**src/rtl/mic_pkg.sv**
```systemverilog
// ----------------------------------------------------------------------------
// mic_pkg: shared types, constants and the microcode program
// Widths of the moment accumulators, the wide datapath word, the instruction
// format of the shared arithmetic unit and its program are kept here.
// ----------------------------------------------------------------------------
package mic_pkg;

    localparam int COORD_BITS    = 11;
    localparam int COUNT_BITS    = 22;
    localparam int OUT_FRAC_BITS = 24;

    localparam int PIX_W = 11;
    localparam int OUT_W = 32;

    localparam int CNT_W = COUNT_BITS + 1;
    localparam int S1_W  = COUNT_BITS + COORD_BITS;
    localparam int S2_W  = COUNT_BITS + 2 * COORD_BITS;
    localparam int S3_W  = COUNT_BITS + 3 * COORD_BITS;

    // Wide signed word of the shared unit; the largest intermediate value
    // (ninth power of the count shifted by the output width) stays well below.
    localparam int BW       = 256;
    localparam int RA_W     = 5;
    localparam int RF_DEPTH = 30;
    localparam int IMM_W    = 14;
    localparam int SEL_W    = 4;
    localparam int PC_W     = 8;
    localparam int PROG_LEN = 153;
    localparam int THR_BASE = 93;

    localparam int NUM_INV     = 5;
    localparam int NUM_LETTERS = 3;

    localparam logic [1:0] LT_C = 2'd0;
    localparam logic [1:0] LT_I = 2'd1;
    localparam logic [1:0] LT_T = 2'd2;

    localparam logic [1:0] ST_OK    = 2'd0;
    localparam logic [1:0] ST_EMPTY = 2'd1;
    localparam logic [1:0] ST_OVFL  = 2'd2;

    // Register file addresses.
    localparam logic [RA_W-1:0] RG_N    = 5'd0;
    localparam logic [RA_W-1:0] RG_SX   = 5'd1;
    localparam logic [RA_W-1:0] RG_SY   = 5'd2;
    localparam logic [RA_W-1:0] RG_SXX  = 5'd3;
    localparam logic [RA_W-1:0] RG_SYY  = 5'd4;
    localparam logic [RA_W-1:0] RG_SXY  = 5'd5;
    localparam logic [RA_W-1:0] RG_SXXX = 5'd6;
    localparam logic [RA_W-1:0] RG_SYYY = 5'd7;
    localparam logic [RA_W-1:0] RG_SXXY = 5'd8;
    localparam logic [RA_W-1:0] RG_SXYY = 5'd9;
    localparam logic [RA_W-1:0] RG_N2   = 5'd10;
    localparam logic [RA_W-1:0] RG_N3   = 5'd11;
    localparam logic [RA_W-1:0] RG_N6   = 5'd12;
    localparam logic [RA_W-1:0] RG_N9   = 5'd13;
    localparam logic [RA_W-1:0] RG_SX2  = 5'd14;
    localparam logic [RA_W-1:0] RG_SY2  = 5'd15;
    localparam logic [RA_W-1:0] RG_A20  = 5'd16;
    localparam logic [RA_W-1:0] RG_A02  = 5'd17;
    localparam logic [RA_W-1:0] RG_A11  = 5'd18;
    localparam logic [RA_W-1:0] RG_B30  = 5'd19;
    localparam logic [RA_W-1:0] RG_B03  = 5'd20;
    localparam logic [RA_W-1:0] RG_B21  = 5'd21;
    localparam logic [RA_W-1:0] RG_B12  = 5'd22;
    localparam logic [RA_W-1:0] RG_U0   = 5'd23;
    localparam logic [RA_W-1:0] RG_U1   = 5'd24;
    localparam logic [RA_W-1:0] RG_U2   = 5'd25;
    localparam logic [RA_W-1:0] RG_U3   = 5'd26;
    localparam logic [RA_W-1:0] RG_U4   = 5'd27;
    localparam logic [RA_W-1:0] RG_T1   = 5'd28;
    localparam logic [RA_W-1:0] RG_T2   = 5'd29;

    typedef enum logic [3:0] {
        OP_NOP  = 4'd0,
        OP_INIT = 4'd1,
        OP_LD   = 4'd2,
        OP_ADD  = 4'd3,
        OP_SUB  = 4'd4,
        OP_MUL  = 4'd5,
        OP_MULK = 4'd6,
        OP_CGT  = 4'd7,
        OP_CLT  = 4'd8,
        OP_DIV  = 4'd9
    } t_op;

    typedef struct packed {
        t_op              op;
        logic [RA_W-1:0]  dst;
        logic [RA_W-1:0]  a;
        logic [RA_W-1:0]  b;
        logic [SEL_W-1:0] sel;
        logic [IMM_W-1:0] imm;
    } t_cmd;

    typedef struct packed {
        logic [CNT_W-1:0] n;
        logic [S1_W-1:0]  sx;
        logic [S1_W-1:0]  sy;
        logic [S2_W-1:0]  sxx;
        logic [S2_W-1:0]  syy;
        logic [S2_W-1:0]  sxy;
        logic [S3_W-1:0]  sxxx;
        logic [S3_W-1:0]  syyy;
        logic [S3_W-1:0]  sxxy;
        logic [S3_W-1:0]  sxyy;
    } t_sums;

    typedef struct packed {
        logic [2:0]       inv;
        logic [IMM_W-1:0] lo;
        logic [IMM_W-1:0] hi;
        logic [1:0]       letter;
    } t_win;

    // Letter windows in units of 1/10000; a lower bound of zero means none.
    function automatic t_win win(input logic [3:0] w);
        t_win r;
        r = '0;
        case (w)
            4'd0:    r = '{3'd0, 14'd3500, 14'd5300, LT_C};
            4'd1:    r = '{3'd1, 14'd0,    14'd500,  LT_C};
            4'd2:    r = '{3'd2, 14'd10,   14'd300,  LT_C};
            4'd3:    r = '{3'd3, 14'd10,   14'd200,  LT_C};
            4'd4:    r = '{3'd4, 14'd200,  14'd700,  LT_C};
            4'd5:    r = '{3'd0, 14'd2800, 14'd7000, LT_I};
            4'd6:    r = '{3'd1, 14'd600,  14'd3200, LT_I};
            4'd7:    r = '{3'd2, 14'd0,    14'd20,   LT_I};
            4'd8:    r = '{3'd3, 14'd0,    14'd20,   LT_I};
            4'd9:    r = '{3'd4, 14'd10,   14'd100,  LT_I};
            4'd10:   r = '{3'd0, 14'd3000, 14'd7000, LT_T};
            4'd11:   r = '{3'd1, 14'd500,  14'd3500, LT_T};
            4'd12:   r = '{3'd2, 14'd20,   14'd500,  LT_T};
            4'd13:   r = '{3'd3, 14'd5,    14'd300,  LT_T};
            4'd14:   r = '{3'd4, 14'd100,  14'd190,  LT_T};
            default: r = '0;
        endcase
        return r;
    endfunction

    function automatic logic [RA_W-1:0] den_reg(input logic [2:0] inv);
        logic [RA_W-1:0] r;
        case (inv)
            3'd1, 3'd4: r = RG_N6;
            3'd2, 3'd3: r = RG_N9;
            default:    r = RG_N3;
        endcase
        return r;
    endfunction

    function automatic t_cmd mk(input t_op op, input logic [RA_W-1:0] d,
                                input logic [RA_W-1:0] a, input logic [RA_W-1:0] b,
                                input logic [SEL_W-1:0] sel, input logic [IMM_W-1:0] imm);
        t_cmd c;
        c.op  = op;
        c.dst = d;
        c.a   = a;
        c.b   = b;
        c.sel = sel;
        c.imm = imm;
        return c;
    endfunction

    // Program: load sums, form powers of N, central moments, numerators,
    // quotients, scaling of the numerators by 10000, then the threshold tests.
    function automatic t_cmd prog(input logic [PC_W-1:0] pc);
        t_cmd            c;
        logic [PC_W-1:0] t;
        t_win            wn;
        logic [RA_W-1:0] u;
        logic [RA_W-1:0] dn;
        c  = mk(OP_NOP, RG_T1, RG_T1, RG_T1, 4'd0, 14'd0);
        t  = pc - PC_W'(THR_BASE);
        wn = win(t[5:2]);
        u  = RG_U0 + {2'b00, wn.inv};
        dn = den_reg(wn.inv);
        case (pc)
            8'd0:  c = mk(OP_INIT, RG_T1, RG_T1, RG_T1, 4'd0, 14'd0);
            8'd1:  c = mk(OP_LD, RG_N,    RG_T1, RG_T1, 4'd0, 14'd0);
            8'd2:  c = mk(OP_LD, RG_SX,   RG_T1, RG_T1, 4'd1, 14'd0);
            8'd3:  c = mk(OP_LD, RG_SY,   RG_T1, RG_T1, 4'd2, 14'd0);
            8'd4:  c = mk(OP_LD, RG_SXX,  RG_T1, RG_T1, 4'd3, 14'd0);
            8'd5:  c = mk(OP_LD, RG_SYY,  RG_T1, RG_T1, 4'd4, 14'd0);
            8'd6:  c = mk(OP_LD, RG_SXY,  RG_T1, RG_T1, 4'd5, 14'd0);
            8'd7:  c = mk(OP_LD, RG_SXXX, RG_T1, RG_T1, 4'd6, 14'd0);
            8'd8:  c = mk(OP_LD, RG_SYYY, RG_T1, RG_T1, 4'd7, 14'd0);
            8'd9:  c = mk(OP_LD, RG_SXXY, RG_T1, RG_T1, 4'd8, 14'd0);
            8'd10: c = mk(OP_LD, RG_SXYY, RG_T1, RG_T1, 4'd9, 14'd0);
            8'd11: c = mk(OP_MUL, RG_N2,  RG_N,   RG_N,   4'd0, 14'd0);
            8'd12: c = mk(OP_MUL, RG_N3,  RG_N2,  RG_N,   4'd0, 14'd0);
            8'd13: c = mk(OP_MUL, RG_N6,  RG_N3,  RG_N3,  4'd0, 14'd0);
            8'd14: c = mk(OP_MUL, RG_N9,  RG_N6,  RG_N3,  4'd0, 14'd0);
            8'd15: c = mk(OP_MUL, RG_SX2, RG_SX,  RG_SX,  4'd0, 14'd0);
            8'd16: c = mk(OP_MUL, RG_SY2, RG_SY,  RG_SY,  4'd0, 14'd0);
            8'd17: c = mk(OP_MUL, RG_T1,  RG_N,   RG_SXX, 4'd0, 14'd0);
            8'd18: c = mk(OP_SUB, RG_A20, RG_T1,  RG_SX2, 4'd0, 14'd0);
            8'd19: c = mk(OP_MUL, RG_T1,  RG_N,   RG_SYY, 4'd0, 14'd0);
            8'd20: c = mk(OP_SUB, RG_A02, RG_T1,  RG_SY2, 4'd0, 14'd0);
            8'd21: c = mk(OP_MUL, RG_T1,  RG_N,   RG_SXY, 4'd0, 14'd0);
            8'd22: c = mk(OP_MUL, RG_T2,  RG_SX,  RG_SY,  4'd0, 14'd0);
            8'd23: c = mk(OP_SUB, RG_A11, RG_T1,  RG_T2,  4'd0, 14'd0);
            8'd24: c = mk(OP_MUL, RG_T1,  RG_N2,  RG_SXXX, 4'd0, 14'd0);
            8'd25: c = mk(OP_MUL, RG_T2,  RG_SXX, RG_SX,  4'd0, 14'd0);
            8'd26: c = mk(OP_MUL, RG_T2,  RG_T2,  RG_N,   4'd0, 14'd0);
            8'd27: c = mk(OP_MULK, RG_T2, RG_T2,  RG_T2,  4'd0, 14'd3);
            8'd28: c = mk(OP_SUB, RG_T1,  RG_T1,  RG_T2,  4'd0, 14'd0);
            8'd29: c = mk(OP_MUL, RG_T2,  RG_SX2, RG_SX,  4'd0, 14'd0);
            8'd30: c = mk(OP_MULK, RG_T2, RG_T2,  RG_T2,  4'd0, 14'd2);
            8'd31: c = mk(OP_ADD, RG_B30, RG_T1,  RG_T2,  4'd0, 14'd0);
            8'd32: c = mk(OP_MUL, RG_T1,  RG_N2,  RG_SYYY, 4'd0, 14'd0);
            8'd33: c = mk(OP_MUL, RG_T2,  RG_SYY, RG_SY,  4'd0, 14'd0);
            8'd34: c = mk(OP_MUL, RG_T2,  RG_T2,  RG_N,   4'd0, 14'd0);
            8'd35: c = mk(OP_MULK, RG_T2, RG_T2,  RG_T2,  4'd0, 14'd3);
            8'd36: c = mk(OP_SUB, RG_T1,  RG_T1,  RG_T2,  4'd0, 14'd0);
            8'd37: c = mk(OP_MUL, RG_T2,  RG_SY2, RG_SY,  4'd0, 14'd0);
            8'd38: c = mk(OP_MULK, RG_T2, RG_T2,  RG_T2,  4'd0, 14'd2);
            8'd39: c = mk(OP_ADD, RG_B03, RG_T1,  RG_T2,  4'd0, 14'd0);
            8'd40: c = mk(OP_MUL, RG_T1,  RG_N2,  RG_SXXY, 4'd0, 14'd0);
            8'd41: c = mk(OP_MUL, RG_T2,  RG_SXY, RG_SX,  4'd0, 14'd0);
            8'd42: c = mk(OP_MUL, RG_T2,  RG_T2,  RG_N,   4'd0, 14'd0);
            8'd43: c = mk(OP_MULK, RG_T2, RG_T2,  RG_T2,  4'd0, 14'd2);
            8'd44: c = mk(OP_SUB, RG_T1,  RG_T1,  RG_T2,  4'd0, 14'd0);
            8'd45: c = mk(OP_MUL, RG_T2,  RG_SXX, RG_SY,  4'd0, 14'd0);
            8'd46: c = mk(OP_MUL, RG_T2,  RG_T2,  RG_N,   4'd0, 14'd0);
            8'd47: c = mk(OP_SUB, RG_T1,  RG_T1,  RG_T2,  4'd0, 14'd0);
            8'd48: c = mk(OP_MUL, RG_T2,  RG_SY,  RG_SX2, 4'd0, 14'd0);
            8'd49: c = mk(OP_MULK, RG_T2, RG_T2,  RG_T2,  4'd0, 14'd2);
            8'd50: c = mk(OP_ADD, RG_B21, RG_T1,  RG_T2,  4'd0, 14'd0);
            8'd51: c = mk(OP_MUL, RG_T1,  RG_N2,  RG_SXYY, 4'd0, 14'd0);
            8'd52: c = mk(OP_MUL, RG_T2,  RG_SXY, RG_SY,  4'd0, 14'd0);
            8'd53: c = mk(OP_MUL, RG_T2,  RG_T2,  RG_N,   4'd0, 14'd0);
            8'd54: c = mk(OP_MULK, RG_T2, RG_T2,  RG_T2,  4'd0, 14'd2);
            8'd55: c = mk(OP_SUB, RG_T1,  RG_T1,  RG_T2,  4'd0, 14'd0);
            8'd56: c = mk(OP_MUL, RG_T2,  RG_SYY, RG_SX,  4'd0, 14'd0);
            8'd57: c = mk(OP_MUL, RG_T2,  RG_T2,  RG_N,   4'd0, 14'd0);
            8'd58: c = mk(OP_SUB, RG_T1,  RG_T1,  RG_T2,  4'd0, 14'd0);
            8'd59: c = mk(OP_MUL, RG_T2,  RG_SX,  RG_SY2, 4'd0, 14'd0);
            8'd60: c = mk(OP_MULK, RG_T2, RG_T2,  RG_T2,  4'd0, 14'd2);
            8'd61: c = mk(OP_ADD, RG_B12, RG_T1,  RG_T2,  4'd0, 14'd0);
            8'd62: c = mk(OP_ADD, RG_U0,  RG_A20, RG_A02, 4'd0, 14'd0);
            8'd63: c = mk(OP_SUB, RG_T1,  RG_A20, RG_A02, 4'd0, 14'd0);
            8'd64: c = mk(OP_MUL, RG_T1,  RG_T1,  RG_T1,  4'd0, 14'd0);
            8'd65: c = mk(OP_MUL, RG_T2,  RG_A11, RG_A11, 4'd0, 14'd0);
            8'd66: c = mk(OP_MULK, RG_T2, RG_T2,  RG_T2,  4'd0, 14'd4);
            8'd67: c = mk(OP_ADD, RG_U1,  RG_T1,  RG_T2,  4'd0, 14'd0);
            8'd68: c = mk(OP_MULK, RG_T1, RG_B12, RG_B12, 4'd0, 14'd3);
            8'd69: c = mk(OP_SUB, RG_T1,  RG_B30, RG_T1,  4'd0, 14'd0);
            8'd70: c = mk(OP_MUL, RG_T1,  RG_T1,  RG_T1,  4'd0, 14'd0);
            8'd71: c = mk(OP_MULK, RG_T2, RG_B21, RG_B21, 4'd0, 14'd3);
            8'd72: c = mk(OP_SUB, RG_T2,  RG_T2,  RG_B03, 4'd0, 14'd0);
            8'd73: c = mk(OP_MUL, RG_T2,  RG_T2,  RG_T2,  4'd0, 14'd0);
            8'd74: c = mk(OP_ADD, RG_U2,  RG_T1,  RG_T2,  4'd0, 14'd0);
            8'd75: c = mk(OP_ADD, RG_T1,  RG_B30, RG_B12, 4'd0, 14'd0);
            8'd76: c = mk(OP_MUL, RG_T1,  RG_T1,  RG_T1,  4'd0, 14'd0);
            8'd77: c = mk(OP_ADD, RG_T2,  RG_B21, RG_B03, 4'd0, 14'd0);
            8'd78: c = mk(OP_MUL, RG_T2,  RG_T2,  RG_T2,  4'd0, 14'd0);
            8'd79: c = mk(OP_ADD, RG_U3,  RG_T1,  RG_T2,  4'd0, 14'd0);
            8'd80: c = mk(OP_MUL, RG_T1,  RG_A20, RG_A02, 4'd0, 14'd0);
            8'd81: c = mk(OP_MUL, RG_T2,  RG_A11, RG_A11, 4'd0, 14'd0);
            8'd82: c = mk(OP_SUB, RG_U4,  RG_T1,  RG_T2,  4'd0, 14'd0);
            8'd83: c = mk(OP_DIV, RG_T1,  RG_U0,  RG_N3,  4'd0, 14'd0);
            8'd84: c = mk(OP_DIV, RG_T1,  RG_U1,  RG_N6,  4'd1, 14'd0);
            8'd85: c = mk(OP_DIV, RG_T1,  RG_U2,  RG_N9,  4'd2, 14'd0);
            8'd86: c = mk(OP_DIV, RG_T1,  RG_U3,  RG_N9,  4'd3, 14'd0);
            8'd87: c = mk(OP_DIV, RG_T1,  RG_U4,  RG_N6,  4'd4, 14'd0);
            8'd88: c = mk(OP_MULK, RG_U0, RG_U0,  RG_U0,  4'd0, 14'd10000);
            8'd89: c = mk(OP_MULK, RG_U1, RG_U1,  RG_U1,  4'd0, 14'd10000);
            8'd90: c = mk(OP_MULK, RG_U2, RG_U2,  RG_U2,  4'd0, 14'd10000);
            8'd91: c = mk(OP_MULK, RG_U3, RG_U3,  RG_U3,  4'd0, 14'd10000);
            8'd92: c = mk(OP_MULK, RG_U4, RG_U4,  RG_U4,  4'd0, 14'd10000);
            default: begin
                // Four steps per window: scale the denominator by the lower
                // bound and test, then the same for the upper bound.
                if (pc >= PC_W'(THR_BASE) && pc < PC_W'(PROG_LEN)) begin
                    case (t[1:0])
                        2'd0: if (wn.lo != '0)
                                  c = mk(OP_MULK, RG_T1, dn, dn, 4'd0, wn.lo);
                        2'd1: if (wn.lo != '0)
                                  c = mk(OP_CGT, RG_T1, u, RG_T1, {2'b00, wn.letter}, 14'd0);
                        2'd2: c = mk(OP_MULK, RG_T1, dn, dn, 4'd0, wn.hi);
                        default: c = mk(OP_CLT, RG_T1, u, RG_T1, {2'b00, wn.letter}, 14'd0);
                    endcase
                end
            end
        endcase
        return c;
    endfunction

endpackage

```
**src/rtl/mic_accum.sv**
```systemverilog
// ----------------------------------------------------------------------------
// mic_accum: raw moment accumulator
// Three-stage pipeline that adds one pixel per cycle into the pixel count
// and the nine raw moment sums up to third order.
// ----------------------------------------------------------------------------
module mic_accum (
    input  logic                         i_clk,
    input  logic                         i_rst_n,
    input  logic                         i_valid,
    input  logic [mic_pkg::COORD_BITS-1:0] i_x,
    input  logic [mic_pkg::COORD_BITS-1:0] i_y,
    input  logic                         i_clr,
    output mic_pkg::t_sums               o_sums
);
    import mic_pkg::*;

    localparam logic [CNT_W-1:0] COUNT_MAX = CNT_W'((1 << COUNT_BITS) - 1);
    localparam logic [CNT_W-1:0] COUNT_OVF = CNT_W'(1 << COUNT_BITS);

    t_sums                    r_sums;
    logic                     r_v1;
    logic                     r_v2;
    logic [COORD_BITS-1:0]    r_x1;
    logic [COORD_BITS-1:0]    r_y1;
    logic [COORD_BITS-1:0]    r_x2;
    logic [COORD_BITS-1:0]    r_y2;
    logic [2*COORD_BITS-1:0]  r_xx2;
    logic [2*COORD_BITS-1:0]  r_xy2;
    logic [2*COORD_BITS-1:0]  r_yy2;
    logic [3*COORD_BITS-1:0]  p_xxx;
    logic [3*COORD_BITS-1:0]  p_xxy;
    logic [3*COORD_BITS-1:0]  p_xyy;
    logic [3*COORD_BITS-1:0]  p_yyy;

    assign p_xxx = r_xx2 * r_x2;
    assign p_xxy = r_xx2 * r_y2;
    assign p_xyy = r_yy2 * r_x2;
    assign p_yyy = r_yy2 * r_y2;
    assign o_sums = r_sums;

    always_ff @(posedge i_clk) begin
        if (!i_rst_n || i_clr) begin
            r_v1   <= 1'b0;
            r_v2   <= 1'b0;
            r_sums <= '0;
        end else begin
            r_v1 <= 1'b0;
            if (i_valid) begin
                // Once the count is full, further pixels only mark overflow.
                if (r_sums.n < COUNT_MAX) begin
                    r_sums.n <= r_sums.n + 1'b1;
                    r_v1     <= 1'b1;
                end else begin
                    r_sums.n <= COUNT_OVF;
                end
            end
            r_v2 <= r_v1;
            if (r_v2) begin
                r_sums.sx   <= r_sums.sx + S1_W'(r_x2);
                r_sums.sy   <= r_sums.sy + S1_W'(r_y2);
                r_sums.sxx  <= r_sums.sxx + S2_W'(r_xx2);
                r_sums.syy  <= r_sums.syy + S2_W'(r_yy2);
                r_sums.sxy  <= r_sums.sxy + S2_W'(r_xy2);
                r_sums.sxxx <= r_sums.sxxx + S3_W'(p_xxx);
                r_sums.syyy <= r_sums.syyy + S3_W'(p_yyy);
                r_sums.sxxy <= r_sums.sxxy + S3_W'(p_xxy);
                r_sums.sxyy <= r_sums.sxyy + S3_W'(p_xyy);
            end
        end
    end

    always_ff @(posedge i_clk) begin
        r_x1  <= i_x;
        r_y1  <= i_y;
        r_x2  <= r_x1;
        r_y2  <= r_y1;
        r_xx2 <= r_x1 * r_x1;
        r_xy2 <= r_x1 * r_y1;
        r_yy2 <= r_y1 * r_y1;
    end

endmodule

```
**config.mk**
```make
export PLATFORM = sky130hd
export DESIGN_NAME = mic_accum
export DESIGN_NICKNAME = d
export VERILOG_FILES = /design/src/rtl/mic_pkg.sv /design/src/rtl/mic_accum.sv
export SDC_FILE = /design/constraint.sdc
export NUM_CORES = 2
export LEC_CHECK = 0
export BUFFER_PORTS_ARGS = -buffer_cell sky130_fd_sc_hd__buf_2
export CAP_MARGIN = 15
export CORE_ASPECT_RATIO = 1.25
export CORE_MARGIN = 2
export CORE_UTILIZATION = 55
export CTS_CLUSTER_DIAMETER = 80
export DETAILED_ROUTE_END_ITERATION = 6
export PLACE_DENSITY = 0.74
export SYNTH_ARGS = -nofsm -noshare
export SYNTH_HDL_FRONTEND = slang
export SYNTH_SLANG_ARGS = --single-unit
```
**constraint.sdc**
```tcl
create_clock -name i_clk -period 7.2 [get_ports i_clk]
set_input_delay 1.44 -clock i_clk [delete_from_list [all_inputs] [get_ports i_clk]]
set_output_delay 1.44 -clock i_clk [all_outputs]
set_load 0.05 [all_outputs]
```
==> run summary <==
DR iter-0 viols: 3,287
Setup TNS: 0 ns
Fin. Hold Viols: 0
Crit start category: register
Final non-filler cell area: 0.07454 mm²
Total number of yosys warnings: 0
CP Max Fanout: 17
Pin count of the biggest net entering global routing: 169
Primary FF master, synth: dfxtp_1
Fill cells: 10,710
Detailed placement HPWL: 151.7 mm
Total clock sinks: 549
Hold_buf cts: 0
Sequential cell area: 0.01101 mm²
RSZ-0062 raised after global routing: no
Critical path class: register to register
Root Buffer: clkbuf_16
Share of post-route cells with drive strength above 1: 9.635%
Area share of the largest cell type after synthesis: 30.61%
DR pass1 iterations: 5
Ys async rst share: 0%
Number of global-route vias before repair: 57,340
DRC: 0
Pins Over Slew Limit: 0
Worst EP arrival: 7.49 ns
H-Tree Depth: 3
Post-synth EDFFs: 0
Status: finished clean
Die W: 318.1 µm
Layout Nets: 9,875
Hold path cells: 1
Reg clk slew, reported paths: 0.07 ns
Pre-CTS setup slack: 0.2106 ns
Area leader, netlist: fa_1
Slowest CP cell: a2111oi_0
Initial antenna violation count: 2
Seq/Total Area, Yosys: 16.20%
Setup violators final: 0
#FFs+latches synth: 549
Library cells used by synthesis: 95
Avg WL per Cell: 19.25 µm
Layout area overhead: 9.891%
Initial Util: 55.20%
Crit. path cell count: 22
Core Region: 0.1229 mm²
Setup WS post-layout: 0.3185 ns
Worst reg-to-reg path cell count: 22
Area post-placement: 0.07216 mm²
All-Layer GR Usage: 30.53%
# rows: 144
CP Capture Type: register
Worst path bufs/invs: 7
Worst-Skew Late Latency: 0.72 ns
Worst Tran Pin Value: 1.225 ns
CP Data Required Time: 7.81 ns
Port Buffer Count: 466
Vias per inst: 5.587
Clk_skew: 0.07532 ns
Number of max-cap violations: 0
CP cell instances: buf_4 -> nand2_1 -> fa_1 -> inv_1 -> fa_1 -> fa_1 -> fa_1 -> inv_1 -> fa_1 -> inv_1 -> ha_1 -> inv_1 -> nor2_1 -> a21oi_1 -> inv_1 -> a2111oi_0 -> and4b_1 -> nor3_2 -> nor2_1 -> buf_4 -> nor4_1 -> o21bai_1
Cells after Synth: 7,915
Post-DRT Antenna Nets: 0
Io pins: 467
Slowest stage delay, CP: 0.89 ns
HP Class: register to register
CTS tree: yes
Post-route minimum period: 6.881 ns
Final period util: 95.58%
Antenna Cells: 0
Max_slew headroom: 18.11%
Multi-input logic area: 0.04989 mm²
Die Y: 396.6 µm
Hold Slack: 0.4453 ns
Family with the most delay on the worst path: adder cells
GPL Wtd Cong: 0.9413
Grt total ovfl: 0
Total CTS buffers: 68
Synthesized area: 0.06783 mm²
Wirelength, routed: 190.8 mm
Avg Synthesized Cell Area: 8.570 µm²
Global-route wire length before repair: 306.1 mm
Die area: 0.1262 mm²
Fmax: 145.3 MHz
Top cells by area, synth: fa_1 (31%), dfxtp_1 (16%), ha_1 (10%)
Clock tree buffer depth: 3
Vias: 55,360
[path summary, 6_finish.rpt]
kind	start	end	slack, ns
worst max-delay path	r_xx2[14]	o_sums[214]	0.32
worst min-delay path	r_v1	r_v2	0.45
worst max register to register	r_xx2[14]	o_sums[214]	0.32
worst min register to register	r_v1	r_v2	0.45
[Yosys cell counts (51+ instances only)]
master,instances
a21o_1,119
a21oi_1,306
and2_1,418
and3_1,70
clkbuf_1,330
dfxtp_1,549
fa_1,1037
ha_1,559
inv_1,1514
mux2i_1,132
nand2_1,990
nand3_1,142
nand4_1,51
nor2_1,510
nor3_1,80
o21ai_0,154
or3_1,60
xnor2_1,206
xor2_1,124
[cell families (layout without fill, tap and decap cells)]
logic type / after synthesis / count (layout) / share of synthesized area (%)
AOI/OAI and AO/OA: 943 / 943 / 9.044
xor gates and xnor gates: 330 / 330 / 4.261
adders and majority gates: 1596 / 1596 / 40.92
buffers and inverters: 1875 / 2241 / 10.40
DFF: 549 / 549 / 16.20
muxes: 136 / 136 / 2.014
other: 2 / 24 / 0.01107
and+or+nand+nor: 2484 / 2484 / 17.15
[state kept, by name, indices dropped and copies added, names as in the netlist]
register / cells
r_y1: 11
o_sums: 441
r_yy2: 21
r_y2: 10
r_xy2: 22
r_v2: 1
r_x2: 10
r_xx2: 21
r_x1: 11
r_v1: 1
[what timing repair did]
action / 4_1_cts / 5_1_grt
endpoints found under the setup margin: 0 / 10
gates resized for setup: 0 / 3
buffers inserted: 0 / 0
[placed cells by master (no fill, tap or decap), drive strengths merged, types with 22 or more instances in the layout]
cell       n
a211oi    52
a21o     119
a21oi    308
a31oi     37
and2     419
and3      72
buf      607
clkbuf    88
conb      24
dfxtp    549
fa      1037
ha       559
inv     1521
mux2i    132
nand2    990
nand2b    37
nand3    143
nand4     51
nor2     511
nor2b     38
nor3      81
o211ai    24
o21a      35
o21ai    177
o21bai    33
o31ai     22
or3       60
xnor2    206
xor2     124
[routing by layer]
metal,GRT usage (%),up-vias,share of wire (%)
met1,36.82,27750,39
met2,52.19,1822,48
met3,6.839,454,8.2
li1,-,25330,-
met4,13.84,2,4.9
met5,0,-,0.0068
[final cells by class]
cell class	instances	share of cell area, %
clock buffer	88	2.558
clock inverter	32	0.6345
inverter	1514	7.631
multi-input combinational	5513	66.93
sequential	549	14.77
tap	1606	2.696
timing repair buffer	607	4.784
[metrics by stage]
stage,std cells,util (%)
final,9909,60.66
after detailed placement,9789,58.72
after global routing,9909,60.66
after floorplan,7937,-
after global placement,9789,58.72
after CTS,9909,60.66
Power is left out: the tool's default activity adds up to more than one toggle a clock period on the data nets, which glitch-free logic cannot reach.
